==> src/rtl/hkbd_pkg.sv <==
// Package for the hash keystream byte decoder.
// Holds the finalizer constants, the sequencer state type and the byte decode function.
// No dependencies.
package hkbd_pkg;

    localparam logic [31:0] GOLDEN_STEP = 32'h9e3779b9;
    localparam logic [31:0] MIX_MUL_A   = 32'h7feb352d;
    localparam logic [31:0] MIX_MUL_B   = 32'h846ca68b;

    typedef enum logic [3:0] {
        MIX_IDLE   = 4'b0001,
        MIX_PASS_A = 4'b0010,
        MIX_PASS_B = 4'b0100,
        MIX_DONE   = 4'b1000
    } mix_state_t;

    typedef struct packed {
        logic start;
        logic ack;
    } mix_ctl_t;

    typedef struct packed {
        logic        done;
        logic [31:0] key;
    } mix_res_t;

    function automatic logic [7:0] decode_byte(input logic [7:0] cbyte, input logic [31:0] key);
        logic [7:0]  v;
        logic [15:0] dbl;
        logic [15:0] sh;
        v   = (cbyte - key[15:8]) ^ key[7:0];
        dbl = {v, v};
        sh  = dbl >> key[18:16];
        return sh[7:0];
    endfunction

endpackage

==> src/rtl/hkbd_mix.sv <==
// Key word finalizer: xorshift-multiply mix over one shared 32-bit multiplier.
// A small sequencer runs the two multiply passes; depends on hkbd_pkg.
module hkbd_mix
    import hkbd_pkg::*;
(
    input  logic        clk,
    input  logic        rst_n,
    input  mix_ctl_t    ctl,
    input  logic [31:0] word,
    output mix_res_t    res
);

    mix_state_t  state_reg, state_next;
    logic [31:0] opnd_reg, opnd_next;
    logic [31:0] prod_reg, prod_next;
    logic [31:0] mul_op;
    logic [31:0] mul_coef;
    logic [31:0] mul_res;

    always_comb
    begin
        if (state_reg == MIX_PASS_A)
        begin
            mul_op   = opnd_reg;
            mul_coef = MIX_MUL_A;
        end
        else
        begin
            mul_op   = prod_reg ^ (prod_reg >> 15);
            mul_coef = MIX_MUL_B;
        end
        mul_res = mul_op * mul_coef;
    end

    always_comb
    begin
        state_next = state_reg;
        opnd_next  = opnd_reg;
        prod_next  = prod_reg;
        unique case (state_reg)
            MIX_IDLE:
            begin
                if (ctl.start)
                begin
                    opnd_next  = word ^ (word >> 16);
                    state_next = MIX_PASS_A;
                end
            end
            MIX_PASS_A:
            begin
                prod_next  = mul_res;
                state_next = MIX_PASS_B;
            end
            MIX_PASS_B:
            begin
                prod_next  = mul_res;
                state_next = MIX_DONE;
            end
            MIX_DONE:
            begin
                if (ctl.ack)
                    state_next = MIX_IDLE;
            end
            default:
                state_next = MIX_IDLE;
        endcase
    end

    always_ff @(posedge clk or negedge rst_n)
    begin
        if (!rst_n)
            state_reg <= MIX_IDLE;
        else
            state_reg <= state_next;
    end

    always_ff @(posedge clk)
    begin
        opnd_reg <= opnd_next;
        prod_reg <= prod_next;
    end

    assign res.done = (state_reg == MIX_DONE);
    assign res.key  = prod_reg ^ (prod_reg >> 16);

endmodule

==> src/rtl/hash_keystream_byte_decoder_top.sv <==
// Top level of the hash keystream byte decoder.
// Instantiates hkbd_mix; uses hkbd_pkg for constants and the byte decode function.
//
// The key word of each accepted beat goes through two passes of one shared 32-bit
// multiplier and then the byte is decoded into the output register. The input side is not
// ready while a beat is in work, so a new beat enters only once the last result is loaded
// into the output register. A result waiting on the output does not block the next beat
// from being accepted; only a second finished result waits for the output to drain. Writing
// cfg_wdata with cfg_we high sets the seed and restarts the offset at the seed.
module hash_keystream_byte_decoder_top
    import hkbd_pkg::*;
(
    input  logic        clk,
    input  logic        rst_n,
    input  logic        cfg_we,
    input  logic [31:0] cfg_wdata,       // key_seed
    input  logic        s_axis_tvalid,
    output logic        s_axis_tready,
    input  logic [7:0]  s_axis_tdata,    // [7:0] cipher_byte
    input  logic        s_axis_tlast,
    output logic        m_axis_tvalid,
    input  logic        m_axis_tready,
    output logic [7:0]  m_axis_tdata,    // [7:0] plain_byte
    output logic        m_axis_tlast
);

    logic [31:0] seed_reg;
    logic [31:0] offset_reg;
    logic        busy_reg;
    logic [7:0]  cbyte_reg;
    logic        last_reg;
    logic        mval_reg;
    logic [7:0]  mdata_reg;
    logic        mlast_reg;
    logic        in_beat;
    logic        out_free;
    logic        load_out;
    mix_ctl_t    mix_ctl;
    mix_res_t    mix_res;

    assign s_axis_tready = !busy_reg;
    assign in_beat       = s_axis_tvalid && s_axis_tready;
    assign out_free      = !mval_reg || m_axis_tready;
    assign load_out      = mix_res.done && out_free;

    assign mix_ctl.start = in_beat;
    assign mix_ctl.ack   = out_free;

    hkbd_mix u_mix (
        .clk   (clk),
        .rst_n (rst_n),
        .ctl   (mix_ctl),
        .word  (offset_reg),
        .res   (mix_res)
    );

    // load the seed, advance or restart the offset, track busy and output valid
    always_ff @(posedge clk or negedge rst_n)
    begin
        if (!rst_n)
        begin
            seed_reg   <= '0;
            offset_reg <= '0;
            busy_reg   <= 1'b0;
            mval_reg   <= 1'b0;
        end
        else
        begin
            if (cfg_we)
            begin
                seed_reg   <= cfg_wdata;
                offset_reg <= cfg_wdata;
            end
            else if (in_beat)
            begin
                offset_reg <= s_axis_tlast ? seed_reg : offset_reg + GOLDEN_STEP;
            end

            if (in_beat)
                busy_reg <= 1'b1;
            else if (load_out)
                busy_reg <= 1'b0;

            if (load_out)
                mval_reg <= 1'b1;
            else if (m_axis_tready)
                mval_reg <= 1'b0;
        end
    end

    always_ff @(posedge clk)
    begin
        if (in_beat)
        begin
            cbyte_reg <= s_axis_tdata;
            last_reg  <= s_axis_tlast;
        end
        if (load_out)
        begin
            mdata_reg <= decode_byte(cbyte_reg, mix_res.key);
            mlast_reg <= last_reg;
        end
    end

    assign m_axis_tvalid = mval_reg;
    assign m_axis_tdata  = mdata_reg;
    assign m_axis_tlast  = mlast_reg;

endmodule

==> config.mk <==
export PLATFORM = sky130hd
export DESIGN_NAME = hash_keystream_byte_decoder_top
export DESIGN_NICKNAME = d
export VERILOG_FILES = /design/src/rtl/hkbd_pkg.sv /design/src/rtl/hkbd_mix.sv /design/src/rtl/hash_keystream_byte_decoder_top.sv
export SDC_FILE = /design/constraint.sdc
export NUM_CORES = 1
export LEC_CHECK = 0
export BUFFER_PORTS_ARGS = -buffer_cell sky130_fd_sc_hd__buf_2
export CAP_MARGIN = 20
export CORE_ASPECT_RATIO = 0.8
export CORE_MARGIN = 8
export CORE_UTILIZATION = 33
export CTS_BUF_LIST = sky130_fd_sc_hd__clkbuf_4
export DETAILED_ROUTE_END_ITERATION = 8
export HOLD_SLACK_MARGIN = 0.02
export PLACE_DENSITY_LB_ADDON = 0.1
export RECOVER_POWER = 25
export SYNTH_ARGS = -nofsm -noshare
export SYNTH_HDL_FRONTEND = slang
export SYNTH_SLANG_ARGS = --single-unit
==> constraint.sdc <==
create_clock -name clk -period 15.1 [get_ports clk]
set_input_delay 0 -clock clk [delete_from_list [all_inputs] [get_ports clk]]
set_output_delay 0 -clock clk [all_outputs]
set_load 0.02 [all_outputs]
==> results.md <==
- Outcome: finished with violations
- Failing checks: capacitance limit, slew limit
- Area share of and/or/nand/nor cells after synthesis: 0.0792
- Adder-cell share of the synthesized area: 0.424
- Die X-Extent: approximately 280 um
- Remaining antenna violation count after routing: 0
- Finish-stage setup viols: 0
- DR pass1 iterations: 5
- Endpoint type of the worst setup path: flip-flop
- Hold violation total from the final report: 0
- RSZ-0062 raised after global routing: false
- Clock net sink count: around 150
- Critical Path Slowest Stage Cell: sky130_fd_sc_hd__dfstp_2
- H-tree depth reported by CTS: 4
- Max-cap violation count: 3
- Worst Path Max Fanout: 50
- Post-synthesis instance area: between 15000 and 20000 um2
- Starting utilization of the core area: 0.331
- Multiplexer share of the synthesized area: 0.00679
- First-pass GRT wire length: between 80000 and 90000 um
- Synthesized flop and latch total: between 150 and 200
- Clock tree root driver cell: sky130_fd_sc_hd__clkbuf_4
- Hold crit path type: input port to flip-flop
- Compound-cell area share of the yosys netlist: 0.0934
- Gpl congestion: about 0.92
- IO Count: between 50 and 60
- XOR/XNOR Fraction of Synth Area: 0.0697
- Drt drc: 0
- CP Data Required Time: around 15 ns
- Post-Place Cell Area: approximately 20000 um2
- DR iter-0 viols: between 900 and 1000
- Number of warnings reported in the yosys synthesis log: 0
- Vias in the first global route: 13500
- Final instance area: around 21000 um2
- Final-layout setup total negative slack: 0 ns
- Commonest non-fill, non-tap cell in the layout: sky130_fd_sc_hd__inv_1
- Crit-path max cell delay: ~0.61 ns
- Endpoint arrival time on the critical path: about 9.2 ns
- Clock Tree Buf Depth: 2
- Number of enable-type register cells in the synthesized netlist: 82
- CP most frequent cell: sky130_fd_sc_hd__fa_1
- Worst hold margin: ~0.13 ns
- Number of unique standard cell types used by synthesis: 75
- Layout Skew: between 0.02 and 0.03 ns
- Height of the die: 228 um
- Global-route usage over all layers: 0.187
- Main combinational cell family by area after synthesis: adder cells
- Post-layout net count: 2486
- DP HPWL: about 51000 um
- Clock insertion delay at the later pin of the skew report: around 0.58 ns
- Cell depth of the worst flop-to-flop path: 25
- Gate count after technology mapping: 1867
- Number of slew-limit violations in the final report: roughly 230
- Remaining max-slew budget at the tightest pin: -1.68
- Total CTS buffers: 17
- Floorplan die area: ~64000 um2
- Critical path type: flip-flop to flip-flop
- Proportion of register bits with asynchronous set or reset after synthesis: 0.461
- Antenna violations before repair: 2
- CTS tree: yes
- Layout overhead on the synthesized area: 10.6%
- Sum of routed wire length over all layers: about 59000 um
- Core region area: 56200 um2
- Post-layout minimum cycle time: roughly 9 ns
- Hold Crit Depth: 2
- Fmax achieved: ~110 MHz
- Share of final-layout standard cells stronger than drive strength 1: 0.0636
- Mean routed wirelength per cell: roughly 21 um
- Overall via count from detail_route: approximately 13000
- Most frequent cells in the layout: 438 x sky130_fd_sc_hd__inv_1, 288 x sky130_fd_sc_hd__fa_1, 169 x sky130_fd_sc_hd__ha_1, 153 x sky130_fd_sc_hd__nand2_1, 96 x sky130_fd_sc_hd__xnor2_1
- Pin count of the biggest net entering global routing: 99
- Floorplan row count: 78
- Kind of start point of the critical path: flip-flop
- GR Overflow Total: 0
- Mean number of vias per cell: about 4.7
- Reg clk slew, reported paths: roughly 0.16 ns
- Mean Syn Cell Area: between 9 and 10 um2
- Port buffer count: between 50 and 60
- Post-synth top flop: sky130_fd_sc_hd__edfxtp_1
- Share of the cycle needed by the critical path after routing: 0.585
- Pin slew with the least headroom to its limit: roughly 4.0 ns
- Share of the yosys chip area belonging to registers: 0.227
- End-of-flow core utilization: 0.366
-- logic make-up (layout without fill, tap and decap cells) --
family                   count (synthesis)  in the layout
AO/OA/AOI/OAI                          276            276
XOR/XNOR                               148            148
adder cells (fa/ha/maj)                457            457
buffers and inverters                  490            581
flip-flops                             152            152
multiplexers                            12             12
other                                    2             46
AND/OR/NAND/NOR                        330            330
-- critical path, delay by kind of cell (launching register included) --
family | cells | cell delay (ns)
adder cells (fa/ha/maj) | 9 | 4.33
buffers and inverters | 5 | 0.68
flip-flops | 1 | 0.61
AND/OR/NAND/NOR | 4 | 1.17
XOR/XNOR | 1 | 0.16
AO/OA/AOI/OAI | 6 | 1.58
-- final timing paths --
path	start	end	slack (ns)
worst max register to register	u_mix.state_reg[0]	u_mix.prod_reg[31]	6.26
worst min register to register	last_reg	m_axis_tlast	0.44
min in group asynchronous	rst_n	seed_reg[13]	1.36
worst max-delay path	u_mix.state_reg[0]	u_mix.prod_reg[31]	6.26
max in group asynchronous	rst_n	u_mix.state_reg[1]	11.46
worst min-delay path	s_axis_tdata[2]	cbyte_reg[2]	0.13
-- cells in the mapped netlist (all sizes together), types with 3 or more instances --
master,instances,area (um2)
a21boi,4,30.0
or3,5,31.3
nand3,5,25.0
and3,7,43.8
o21a,14,105
mux2i,7,70.1
a21o,15,113
nor2b,11,68.8
and2,11,71.3
o31ai,4,30.0
nand2b,11,68.8
buf,15,77.6
a221o,3,30.0
clkbuf,33,125
a22oi,4,30.0
o41ai,3,33.8
xor2,52,455
a31oi,9,56.3
o22ai,4,25.0
nor2,83,317
a21oi,76,388
o21bai,4,30.0
o211ai,5,37.5
a311o,3,30.0
edfxtp,82,2460
xnor2,96,841
a211oi,9,67.6
nor3,23,115
fa,288,5770
ha,169,2110
dfrtp,69,1730
nand2,158,616
mux2,5,56.3
o221ai,5,43.8
or2,7,43.8
o21ai,96,503
inv,440,1650
-- per-layer routing --
metal  routed length [um]  part of all wire  vias up  GRT usage
met5                   12           0.00021        -          0
met3                 3320             0.057       25     0.0414
met1                29000              0.50     6488      0.283
li1                     -                 -     6052          -
met4                  672             0.011        2     0.0268
met2                25500              0.44      279      0.278
-- metrics by stage --
| stage | cells | setup WS, ns |
|---|---|---|
| after floorplan | 1905 | 7.23 |
| after global placement | 2681 | 6.45 |
| after detailed placement | 2681 | 6.31 |
| after CTS | 2756 | 6.25 |
| after global routing | 2761 | 5.77 |
| final | 2762 | 6.26 |
-- layout make-up --
type	instances	area (um2)
multi-input combinational	1263	12700
sequential	152	4220
antenna	6	15.0
tap	760	951
clock inverter	15	166
clock buffer	17	128
fill	5786	35600
timing repair buffer	107	759
inverter	442	1660
-- what timing repair did --
item	4_1_cts	5_1_grt
setup endpoints to repair	0	0
buffers inserted	0	0
resized for setup	0	0
hold buffers	43	0
endpoints found under the hold margin	145	0
Power is not shown: default switching activity piles up to over one toggle a cycle in this logic, so the estimate is an artifact.
